## src/assert_macros.svh

```systemverilog
// ----------------------------------------------------------------------------
// assertion macros
// shared concurrent assertion forms sampled on clk, one of them disabled in reset
// ----------------------------------------------------------------------------
`ifndef ASSERT_MACROS_SVH
`define ASSERT_MACROS_SVH

`ifndef ASSERT_OFF
// property checked on every rising clk edge outside reset
`define ASSERT_CLK(lbl, prop, msg) \
	lbl: assert property (@(posedge clk) disable iff (!arst_n) (prop)) else $error(msg);
// property checked on every rising clk edge, reset included
`define ASSERT_ALWAYS(lbl, prop, msg) \
	lbl: assert property (@(posedge clk) (prop)) else $error(msg);
`else
`define ASSERT_CLK(lbl, prop, msg)
`define ASSERT_ALWAYS(lbl, prop, msg)
`endif

`endif

```

## src/hspd_pkg.sv

```systemverilog
// ----------------------------------------------------------------------------
// hspd_pkg
// types and constants for the hall sensor position decoder
// ----------------------------------------------------------------------------
package hspd_pkg;

	localparam int FAULT_WIDTH = 31;
	localparam logic [FAULT_WIDTH-1:0] FAULT_MAX = {FAULT_WIDTH{1'b1}};

	typedef logic [2:0] hall_t;

	typedef enum logic [1:0] {
		REQ_EDGE   = 2'd0,
		REQ_PRESET = 2'd1,
		REQ_INIT   = 2'd2
	} req_t;

	typedef enum logic [1:0] {
		SEL_V = 2'd0,
		SEL_W = 2'd1,
		SEL_U = 2'd2
	} sel_t;

	typedef enum logic [1:0] {
		OUT_NONE  = 2'd0,
		OUT_CW    = 2'd1,
		OUT_CCW   = 2'd2,
		OUT_FAULT = 2'd3
	} outcome_t;

	// result of evaluating one phase edge against the stored code
	typedef struct packed {
		outcome_t outcome;
		hall_t    next_code;
	} step_t;

	// clockwise order 1->3->2->6->4->5->1
	function automatic hall_t cw_succ(input hall_t cur);
		hall_t r;
		case (cur)
			3'd1: r = 3'd3;
			3'd2: r = 3'd6;
			3'd3: r = 3'd2;
			3'd4: r = 3'd5;
			3'd5: r = 3'd1;
			3'd6: r = 3'd4;
			default: r = 3'd0;
		endcase
		return r;
	endfunction

	function automatic hall_t ccw_succ(input hall_t cur);
		hall_t r;
		case (cur)
			3'd1: r = 3'd5;
			3'd2: r = 3'd3;
			3'd3: r = 3'd1;
			3'd4: r = 3'd6;
			3'd5: r = 3'd4;
			3'd6: r = 3'd2;
			default: r = 3'd0;
		endcase
		return r;
	endfunction

endpackage

```

## src/hspd_step.sv

```systemverilog
// ----------------------------------------------------------------------------
// hspd_step
// classifies one phase edge as clockwise, counter-clockwise, fault or ignored
// ----------------------------------------------------------------------------
module hspd_step import hspd_pkg::*; (
	input  hall_t      cur_code,
	input  logic [1:0] phase_sel,
	input  logic       level,
	output step_t      step
);

	hall_t cand;
	logic  sel_ok;

	always_comb begin
		cand   = cur_code;
		sel_ok = 1'b1;
		case (sel_t'(phase_sel))
			SEL_V: begin
				cand = {level, cur_code[1:0]};
			end
			SEL_W: begin
				cand = {cur_code[2], level, cur_code[0]};
			end
			SEL_U: begin
				cand = {cur_code[2:1], level};
			end
			default: begin
				sel_ok = 1'b0;
			end
		endcase
	end

	always_comb begin
		step.next_code = cur_code;
		step.outcome   = OUT_NONE;
		// no decoding until a nonzero code has been captured
		if (cur_code != 3'd0 && sel_ok) begin
			if (cand == cw_succ(cur_code)) begin
				step.next_code = cand;
				step.outcome   = OUT_CW;
			end else if (cand == ccw_succ(cur_code)) begin
				step.next_code = cand;
				step.outcome   = OUT_CCW;
			end else begin
				step.outcome = OUT_FAULT;
			end
		end
	end

endmodule

```

## src/hall_sensor_position_decoder_top.sv

```systemverilog
// ----------------------------------------------------------------------------
// hall_sensor_position_decoder_top
// turns hall line events into a signed position count with fault tracking
// ----------------------------------------------------------------------------
// usage:
//  input channel (in_valid / in_stall) carries one request: phase edge,
//  count preset or initialize from the three line levels
//  output channel (out_valid / out_stall) returns exactly one result per
//  request: count after and before, fault total, direction, code, outcome
//  a request sits in the input register until the result register is free; decode
//  and state update then load the result register
//  throughput is one request per cycle while out_stall does not hold the result;
//  the decode plus the count increment/decrement sit between the two registers
//  reset clears the hall code (decoder uninitialized), the count, the fault
//  total and the direction, and empties both registers
//  when out_stall holds the result, the input register keeps its request and
//  in_stall rises until the result is taken
//  edges before an initialize with a nonzero code are reported as no step
// ----------------------------------------------------------------------------
`include "assert_macros.svh"

module hall_sensor_position_decoder_top import hspd_pkg::*; #(
	parameter int COUNT_WIDTH = 32
) (
	input  logic                   clk,
	input  logic                   arst_n,

	input  logic                   in_valid,
	output logic                   in_stall,
	input  logic [1:0]             req_type,
	input  logic [1:0]             phase_sel,
	input  logic                   level,
	input  logic                   hall_v,
	input  logic                   hall_w,
	input  logic                   hall_u,
	input  logic signed [31:0]     count_value,

	output logic                   out_valid,
	input  logic                   out_stall,
	output logic signed [31:0]     position_count,
	output logic signed [31:0]     previous_count,
	output logic [FAULT_WIDTH-1:0] fault_total,
	output logic                   rotation_dir,
	output logic [2:0]             hall_code,
	output logic [1:0]             step_outcome
);

	localparam int EXT_W = (COUNT_WIDTH > 32) ? COUNT_WIDTH : 32;

	// input register
	logic                   valid_s1;
	logic [1:0]             req_s1;
	logic [1:0]             sel_s1;
	logic                   level_s1;
	hall_t                  init_code_s1;
	logic signed [31:0]     preset_s1;

	// decoder state
	hall_t                  hall_q;
	logic [COUNT_WIDTH-1:0] tick_q;
	logic [FAULT_WIDTH-1:0] fault_q;
	logic                   dir_q;

	// result register
	logic                   out_valid_q;
	logic [31:0]            pos_q;
	logic [31:0]            prev_q;
	logic [FAULT_WIDTH-1:0] fault_out_q;
	logic                   dir_out_q;
	hall_t                  hall_out_q;
	outcome_t               outcome_q;

	logic                   out_free;
	logic                   adv_s1;
	logic                   take_in;
	step_t                  step;

	hall_t                  hall_d;
	logic [COUNT_WIDTH-1:0] tick_d;
	logic [FAULT_WIDTH-1:0] fault_d;
	logic                   dir_d;
	outcome_t               outcome_d;
	logic signed [EXT_W-1:0] preset_ext;
	logic [EXT_W-1:0]       tick_d_ext;
	logic [EXT_W-1:0]       tick_q_ext;

	assign out_free = !out_valid_q || !out_stall;
	assign adv_s1   = valid_s1 && out_free;
	assign in_stall = valid_s1 && !out_free;
	assign take_in  = in_valid && !in_stall;

	always_ff @(posedge clk or negedge arst_n) begin
		if (!arst_n) begin
			valid_s1 <= 1'b0;
		end else if (take_in) begin
			valid_s1 <= 1'b1;
		end else if (adv_s1) begin
			valid_s1 <= 1'b0;
		end
	end

	always_ff @(posedge clk) begin
		if (take_in) begin
			req_s1       <= req_type;
			sel_s1       <= phase_sel;
			level_s1     <= level;
			init_code_s1 <= {hall_v, hall_w, hall_u};
			preset_s1    <= count_value;
		end
	end

	hspd_step u_step (
		.cur_code  (hall_q),
		.phase_sel (sel_s1),
		.level     (level_s1),
		.step      (step)
	);

	assign preset_ext = EXT_W'(preset_s1);

	always_comb begin
		hall_d    = hall_q;
		tick_d    = tick_q;
		fault_d   = fault_q;
		dir_d     = dir_q;
		outcome_d = OUT_NONE;
		case (req_t'(req_s1))
			REQ_EDGE: begin
				outcome_d = step.outcome;
				hall_d    = step.next_code;
				case (step.outcome)
					OUT_CW: begin
						tick_d = tick_q + COUNT_WIDTH'(1);
						dir_d  = 1'b0;
					end
					OUT_CCW: begin
						tick_d = tick_q - COUNT_WIDTH'(1);
						dir_d  = 1'b1;
					end
					OUT_FAULT: begin
						if (fault_q != FAULT_MAX) begin
							fault_d = fault_q + FAULT_WIDTH'(1);
						end
					end
					default: begin
						tick_d = tick_q;
					end
				endcase
			end
			REQ_PRESET: begin
				tick_d = preset_ext[COUNT_WIDTH-1:0];
			end
			REQ_INIT: begin
				// a second init is ignored once a code is held
				if (hall_q == 3'd0) begin
					hall_d  = init_code_s1;
					tick_d  = '0;
					fault_d = '0;
					dir_d   = 1'b0;
				end
			end
			default: begin
				hall_d = hall_q;
			end
		endcase
	end

	assign tick_d_ext = EXT_W'(tick_d);
	assign tick_q_ext = EXT_W'(tick_q);

	always_ff @(posedge clk or negedge arst_n) begin
		if (!arst_n) begin
			hall_q      <= '0;
			tick_q      <= '0;
			fault_q     <= '0;
			dir_q       <= 1'b0;
			out_valid_q <= 1'b0;
		end else begin
			if (adv_s1) begin
				hall_q      <= hall_d;
				tick_q      <= tick_d;
				fault_q     <= fault_d;
				dir_q       <= dir_d;
				out_valid_q <= 1'b1;
			end else if (out_free) begin
				out_valid_q <= 1'b0;
			end
		end
	end

	always_ff @(posedge clk) begin
		if (adv_s1) begin
			pos_q       <= tick_d_ext[31:0];
			prev_q      <= tick_q_ext[31:0];
			fault_out_q <= fault_d;
			dir_out_q   <= dir_d;
			hall_out_q  <= hall_d;
			outcome_q   <= outcome_d;
		end
	end

	assign out_valid      = out_valid_q;
	assign position_count = pos_q;
	assign previous_count = prev_q;
	assign fault_total    = fault_out_q;
	assign rotation_dir   = dir_out_q;
	assign hall_code      = hall_out_q;
	assign step_outcome   = outcome_q;

	`ASSERT_CLK(a_stall_only_when_blocked, !in_stall || (out_valid && out_stall), "input stalled while result side free")
	`ASSERT_CLK(a_state_holds_when_idle, !adv_s1 |=> ($stable(tick_q) && $stable(hall_q) && $stable(fault_q)), "decoder state changed without a request")
	`ASSERT_CLK(a_step_moves_count, (out_valid && (step_outcome == OUT_CW || step_outcome == OUT_CCW)) |-> (position_count != previous_count && hall_code != 3'd0), "step reported without count change")
	`ASSERT_CLK(a_fault_keeps_code, (adv_s1 && outcome_d == OUT_FAULT) |=> $stable(hall_q), "fault changed the hall code")

endmodule

```

## config.mk

```make
export PLATFORM = sky130hd
export DESIGN_NAME = hall_sensor_position_decoder_top
export DESIGN_NICKNAME = d
export VERILOG_FILES = /design/src/hspd_pkg.sv /design/src/hspd_step.sv /design/src/hall_sensor_position_decoder_top.sv
export VERILOG_INCLUDE_DIRS = /design/src /design/src/src
export SDC_FILE = /design/constraint.sdc
export NUM_CORES = 1
export LEC_CHECK = 0
export ABC_CLOCK_PERIOD_IN_PS = 15700
export BUFFER_PORTS_ARGS = -buffer_cell sky130_fd_sc_hd__buf_2
export CAP_MARGIN = 25
export CELL_PAD_IN_SITES_DETAIL_PLACEMENT = 1
export CELL_PAD_IN_SITES_GLOBAL_PLACEMENT = 1
export CORE_MARGIN = 1.5
export CORE_UTILIZATION = 45
export CTS_BUF_LIST = sky130_fd_sc_hd__clkbuf_16
export CTS_CLUSTER_SIZE = 28
export DETAILED_ROUTE_END_ITERATION = 16
export HOLD_SLACK_MARGIN = 0.06
export PLACE_DENSITY_LB_ADDON = 0.1
export SLEW_MARGIN = 10
export SYNTH_ARGS = -nofsm -noshare
export SYNTH_HDL_FRONTEND = slang
export SYNTH_SLANG_ARGS = --single-unit
```

## constraint.sdc

```tcl
create_clock -name clk -period 15.7 [get_ports clk]
set_input_delay 2.355 -clock clk [delete_from_list [all_inputs] [get_ports clk]]
set_output_delay 2.355 -clock clk [all_outputs]
set_load 0.01 [all_outputs]
```

== Yosys cells after proc, flatten, opt, wreduce, memory -nomap -nowiden ==
Cells that the tools add are included.

* Flip-flop bits (word level): 210
* Bits of input ports: 44
* Output and inout port bits: 103
* Logic and storage cells: 79

* $add $sub $neg: 3
* Equal/unequal tests: 16
* Muxes and demuxes: 27
* Reductions and logical operators: 16

{| class="wikitable"
|+ Operators by type and width
! kind !! number
|-
| 32-bit one-hot mux with 3 select lines || 1
|-
| 31-bit 2-to-1 mux || 3
|-
| 32-bit one-hot mux with 2 select lines || 1
|-
| 31-bit one-hot mux with 2 select lines || 1
|-
| 3-bit one-hot mux with 6 select lines || 2
|-
| 32-bit by 1-bit adder with 32-bit output, second input constant || 1
|-
| 32-bit 2-to-1 mux || 1
|-
| 32-bit by 1-bit subtractor with 32-bit output, second input constant || 1
|-
| 31-bit by 1-bit adder with 31-bit output, second input constant || 1
|-
| 31-bit != test, second input constant || 1
|-
| 3-bit 2-to-1 mux || 5
|-
| 5-bit 2-to-1 mux || 2
|-
| 3-bit == test, second input constant || 3
|-
| 3-bit one-hot mux with 3 select lines || 1
|-
| 2-bit == test, second input constant || 4
|-
| 1-bit 2-to-1 mux || 7
|-
| 2-bit by 1-bit == test with 1-bit output, second input constant || 3
|-
| 3-bit by 2-bit == test with 1-bit output, second input constant || 2
|-
| 3-bit == test || 2
|-
| 3-bit one-hot mux with 2 select lines || 1
|-
| 1-bit logical AND || 4
|-
| 1-bit zero test || 4
|-
| 2-bit zero test || 2
|-
| 1-bit one-hot mux with 2 select lines || 2
|-
| other kinds (6) || 7
|}

== Longest topological paths before layout ==
* Depth in word-level cells: 15
* Depth in mapped cells: 24
* Depth with buffers taken out: 17

== Hierarchy ==
From an unflattened synthesis, not the netlist that was laid out.

* Cell total of the unflattened synthesis: 1225
* Area, all modules: 11974.0 um^2

{| class="wikitable"
|+ Modules (own cells, without submodules)
! module !! times used !! cells an instance !! area each (um^2) !! seq. area each (um^2)
|-
| hall_sensor_position_decoder_top || 1 || 1188 || 11691.2 || 5960.7
|-
| hspd_step || 1 || 37 || 282.8 || 0.0
|}

== Least setup slack after synthesis ==
No wires, ideal clock.

* Path type: input to register
* Start: input out_stall
* End: register fault_out_q[0], in the netlist fault_total[0], enable pin
* Setup time: 0.503 ns
* Data arrival time: 5.778 ns
* Required time: 15.197 ns
* Path slack: 9.418 ns
* Stages: 5
* Path buffers: 2
* Path through: nand2_1 > nand2_1 > inv_1 > clkbuf_1 > buf_1

* Longest elaborated chain between the ends: 3

{| class="wikitable"
|+ RTL lines
! what !! line !! RTL
|-
| from (decl) || hall_sensor_position_decoder_top.sv:39 || <nowiki>input logic out_stall,</nowiki>
|-
| 1-bit zero test || hall_sensor_position_decoder_top.sv:87 || <nowiki>assign out_free = !out_valid_q || !out_stall;</nowiki>
|-
| 1-bit logical OR || hall_sensor_position_decoder_top.sv:87 ||
|-
| 1-bit logical AND || hall_sensor_position_decoder_top.sv:88 || <nowiki>assign adv_s1 = valid_s1 && out_free;</nowiki>
|-
| net adv_s1 || hall_sensor_position_decoder_top.sv:74 || <nowiki>logic adv_s1;</nowiki>
|-
| to (signal assigned) || hall_sensor_position_decoder_top.sv:195 || <nowiki>fault_out_q <= fault_d;</nowiki>
|-
| to (decl) || hall_sensor_position_decoder_top.sv:68 || <nowiki>logic [FAULT_WIDTH-1:0] fault_out_q;</nowiki>
|}

The timed path passes the listed nets, and every way through them passes these cells.
A chain may end at the register's enable or synchronous reset.

== Worst setup path after layout ==
* Start: register sel_s1[0]
* End: register pos_q[31], in the netlist position_count[31], data pin

* Longest elaborated chain between the ends: 9
* Elaborated cells on any way between the ends: 16
* Those cells by class: 6 x eq/ne; 7 x mux; 3 x reduce/logical

{| class="wikitable"
|+ RTL lines
! what !! line !! RTL
|-
| from (decl) || hall_sensor_position_decoder_top.sv:53 || <nowiki>logic [1:0] sel_s1;</nowiki>
|-
| from (signal assigned) || hall_sensor_position_decoder_top.sv:105 || <nowiki>sel_s1 <= phase_sel;</nowiki>
|-
| 2-bit == test (tied with other cells) || hspd_step.sv:18 || <nowiki>case (sel_t'(phase_sel))</nowiki>
|-
| 3-bit one-hot mux with 3 select lines || hspd_step.sv:18 ||
|-
| 3-bit == test || hspd_step.sv:42 || <nowiki>end else if (cand == ccw_succ(cur_code)) begin</nowiki>
|-
| 1-bit 2-to-1 mux || hspd_step.sv:42 ||
|-
| 5-bit 2-to-1 mux || hspd_step.sv:39 || <nowiki>if (cand == cw_succ(cur_code)) begin</nowiki>
|-
| 5-bit 2-to-1 mux (*) || hspd_step.sv:38 || <nowiki>if (cur_code != 3'd0 && sel_ok) begin</nowiki>
|-
| 2-bit == test or 2-bit by 1-bit == test with 1-bit output (tied branches) || hall_sensor_position_decoder_top.sv:131 || <nowiki>case (step.outcome)</nowiki>
|-
| 32-bit one-hot mux with 2 select lines (*) || hall_sensor_position_decoder_top.sv:131 ||
|-
| 32-bit one-hot mux with 3 select lines (*) || hall_sensor_position_decoder_top.sv:127 || <nowiki>case (req_t'(req_s1))</nowiki>
|-
| net tick_d[31] || hall_sensor_position_decoder_top.sv:79 || <nowiki>logic [COUNT_WIDTH-1:0] tick_d;</nowiki>
|-
| to (signal assigned) || hall_sensor_position_decoder_top.sv:193 || <nowiki>pos_q <= tick_d_ext[31:0];</nowiki>
|-
| to (decl) || hall_sensor_position_decoder_top.sv:66 || <nowiki>logic [31:0] pos_q;</nowiki>
|}

Mark *: on every way through the listed nets, which the timed path passes. The rest lies on a longest branch.

==> flow_summary.yaml <==
die:
  core.rowCount: 59
  die-area_um2: 27300
  io-pin-count: 147
  start_util_pct: 45.71
  fp.dieH_um: 165.2
  die_w_um: 165.2
  core-area_um2: 25910
global_routing:
  antenna_found_initial: 1
  grt_usage_pct: 26.13
  grt_first_pass_wirelength_um: 55900
  grt_overflow_total: 0
  grt_pass1_vias: 10080
  grt_max_degree: 89
setup_path:
  crit_arrival_ns: 5.79
  r2r-start: "sel_s1[0]"
  cpMostUsedCell: "a32oi_1"
  slowest_stage: "buf_4"
  timing.rr.end: "position_count[31]"
  r2r_setup_slack_ns: 10.28
  cp-startpoint: "sel_s1[0]"
  crit_type: "reg -> reg"
  path_cells: "nor2_1, and3_1, a31o_2, a32oi_1, o221ai_1, ha_2, buf_4, inv_1, or4_1, a32oi_1, nand2_1, o21ai_1, a221oi_1, o21ai_0, nor3b_1"
  crit_path_end: "position_count[31]"
  reg2reg_depth: 15
  timing.critical_path.required_ns: 16.06
  slowest_delay_ns: 0.68
  worstPathMaxFanout: 88
  startpoint_type: "flop"
  cp-end-kind: "flop"
status:
  status: "completed"
detailed_routing:
  wire_per_inst_um: 21.62
  drc_errors: 0
  drtIter0Drc: 833
  vias_per_cell: 6.224
  vias: 10290
  routed_wl_um: 35750
  dr.pass1.iters: 5
  ant_nets: 0
cts:
  cts_buffers: 24
  clk_pin_slew_worst_paths_ns: 0.06
  htreeDepth: 1
  cts_sinks: 210
  post_cts_buffers: 0
  clockBufferDepth: 3
  cts_resized: 0
  root_buffer: "clkbuf_16"
  cts_tree: "done"
  insertion_delay_ns: 0.54
  hold_buffers: 0
synth:
  synth_fa_ha_area_share_pct: 0.5282
  synth_xor_xnor_area_share_pct: 2.662
  synth-async-reset-ratio_pct: 32.86
  yosysSeqAreaShare_pct: 50.32
  yosysWarnings: 0
  yosys.area_share.simple_pct: 17.83
  synth_top_family_by_area: "compound AO/OA/AOI/OAI gates"
  ys_seq_elements: 210
  syn_area_um2: 11850
  avgSynthCellArea_um2: 9.693
  synth.distinct_cells: 83
  synth_top_area_share_pct: 35.75
  syn_inst: 1222
  synth_edf_count: 141
  yosysTopAreaCell: "edfxtp_1"
  synthMuxAreaShare_pct: 1.944
  syn_nets: 1271
  synth_compound_area_share_pct: 22.35
  synthFlopType: "edfxtp_1"
  ys_top_cells_by_area: "edfxtp_1, dfrtp_1, o21ai_0"
timing:
  setup_viol_count_final: 0
  clock.fmax_ghz: 0.1844
  slew_headroom_pct: 35.69
  rsz0062_at_grt: "no"
  period_needed_ns: 5.423
  hold_violations: 0
  worstMarginPinSlew_ns: 0.9647
  fin_skew_ns: 0.01020
  fin_setup_tns_ns: 0
  slew_viol_final: 0
  post-route-period-util_pct: 34.54
hold_path:
  min_path_type: "reg -> reg"
placement:
  dp.cells: 1610
  hpwl_um: 23000
  place_congestion: 0.8741
  io_buffers: 146
cells_and_area:
  final_util_pct: 51.99
  area_delta_synth_final_pct: 13.72
  insertedDiodeCount: 0
  layout-drive-gt1-share_pct: 17.51
  stdcell_count: 1654
  nets: 1351
  fillers: 2939
pwr:
  p_total_w: 0.002457
  power_density_nw_per_um2: 182.4
  p_leak_nw: 5.148
  vdd_ir_drop_max_v: 0.0001135
flow_run:
  maxCapViolCount: 0
## per-layer routing
metal	part of all wire, %	global-route usage, %	wire length [µm]	vias to the layer above
li1	-	-	-	4758
met1	46	37.19	16450	5227
met2	48	42.70	17000	266
met3	5.0	3.546	1801	41
met4	1.4	5.119	494	2
met5	0.036	0	13	-
## cells in the final DEF (no fill, tap or decap), types with 20 or more instances in the layout
master     synthesis  layout
edfxtp_1         141     141
nor2_1            73      73
a21oi_1           55      55
inv_1             19      20
clkbuf_16          0      24
dfrtp_1           69      69
o31ai_1           32      32
xnor2_1           28      28
nand2_1          144     144
nor3_1            35      35
buf_2              8     146
o21ai_0          127     127
nand3_1           30      30
## Yosys cell counts (8+ instances only)
cell type	n
and3_1	10
buf_2	8
a32oi_1	13
mux2_2	8
or3_1	16
mux2i_1	14
o31a_1	11
dfrtp_1	69
nand4_1	13
a22o_1	13
xnor2_1	28
nand3_1	30
inv_1	19
a21o_1	13
a22oi_1	17
buf_1	9
nand2_1	144
o31ai_1	32
edfxtp_1	141
clkbuf_1	84
a21oi_1	55
and2_1	15
o21a_1	19
nor2_1	73
o21ai_0	127
nand2b_1	11
nor2b_1	11
nor3_1	35
o22ai_1	10
or2_2	14
xor2_1	8
a31oi_1	19
nor4_1	11
## worst max-delay path: cells and delay by family (launching register included)
family	cells	cell delay, ns
buffers and inverters	2	1.36
adder cells (fa/ha/maj)	1	0.25
AND/OR/NAND/NOR	5	1.49
flip-flops	1	0.50
AO/OA/AOI/OAI	7	1.62
## flip-flops by register name, indices dropped and copies added, names as in the netlist, 3 cells and up
signal	count
fault_q	31
preset_ext	32
fault_total	31
init_code_s1	3
hall_q	3
previous_count	32
position_count	32
tick_q	32
hall_code	3
## cell families (layout without fill, tap and decap cells)
family / count (synthesis) / count (layout)
AOI/OAI and AO/OA: 400 / 400
DFF: 210 / 210
xor gates and xnor gates: 36 / 36
buffers and inverters: 127 / 224
muxes: 22 / 22
adders and majority gates: 5 / 5
and+or+nand+nor: 422 / 422
## through the flow
stage | setup slack [ns] | cell area (µm²) | hold slack, ns
after detailed placement | 10.31 | 12680 | 0.4858
after floorplan | 9.418 | 11850 | 0.4196
after global routing | 9.879 | 13470 | 0.5268
final | 10.28 | 13470 | 0.5016
after global placement | 10.62 | 12680 | 0.4691
after CTS | 10.30 | 13440 | 0.4992
## power breakdown
part	internal [W]	switching [W]	total [W]
sequential	0.000729	0.000199	0.000928
clock	0.000325	0.000231	0.000557
combinational	0.000380	0.000592	0.000972
total	0.00143	0.00102	0.00246
## area by class of cell
class	count	area, µm²	share of cell area [%]
flip-flops and latches	210	5961	44.25
clock buffers	24	600.6	4.458
clock inverters	19	165.2	1.226
multi-input cells	885	5378	39.92
inverters	19	76.32	0.5666
well taps	335	419.2	3.112
repair buffers	162	870.8	6.465
## worst min-delay path by stage
| stage | startpoint | endpoint | slack (ns) | cells past startpoint |
|---|---|---|---|---|
| 3_5_place_dp | dir_q | dir_q | 0.49 | 2 |
| 6_report | dir_q | dir_q | 0.50 | 2 |
| 5_1_grt | valid_s1 | out_valid | 0.53 | 1 |
| 4_1_cts | dir_q | dir_q | 0.50 | 2 |
| 3_3_place_gp | dir_q | dir_q | 0.47 | 2 |
| 2_1_floorplan | tick_q[22] | previous_count[22] | 0.42 | 0 |
Note: power is estimated with default switching activity, not from simulation.
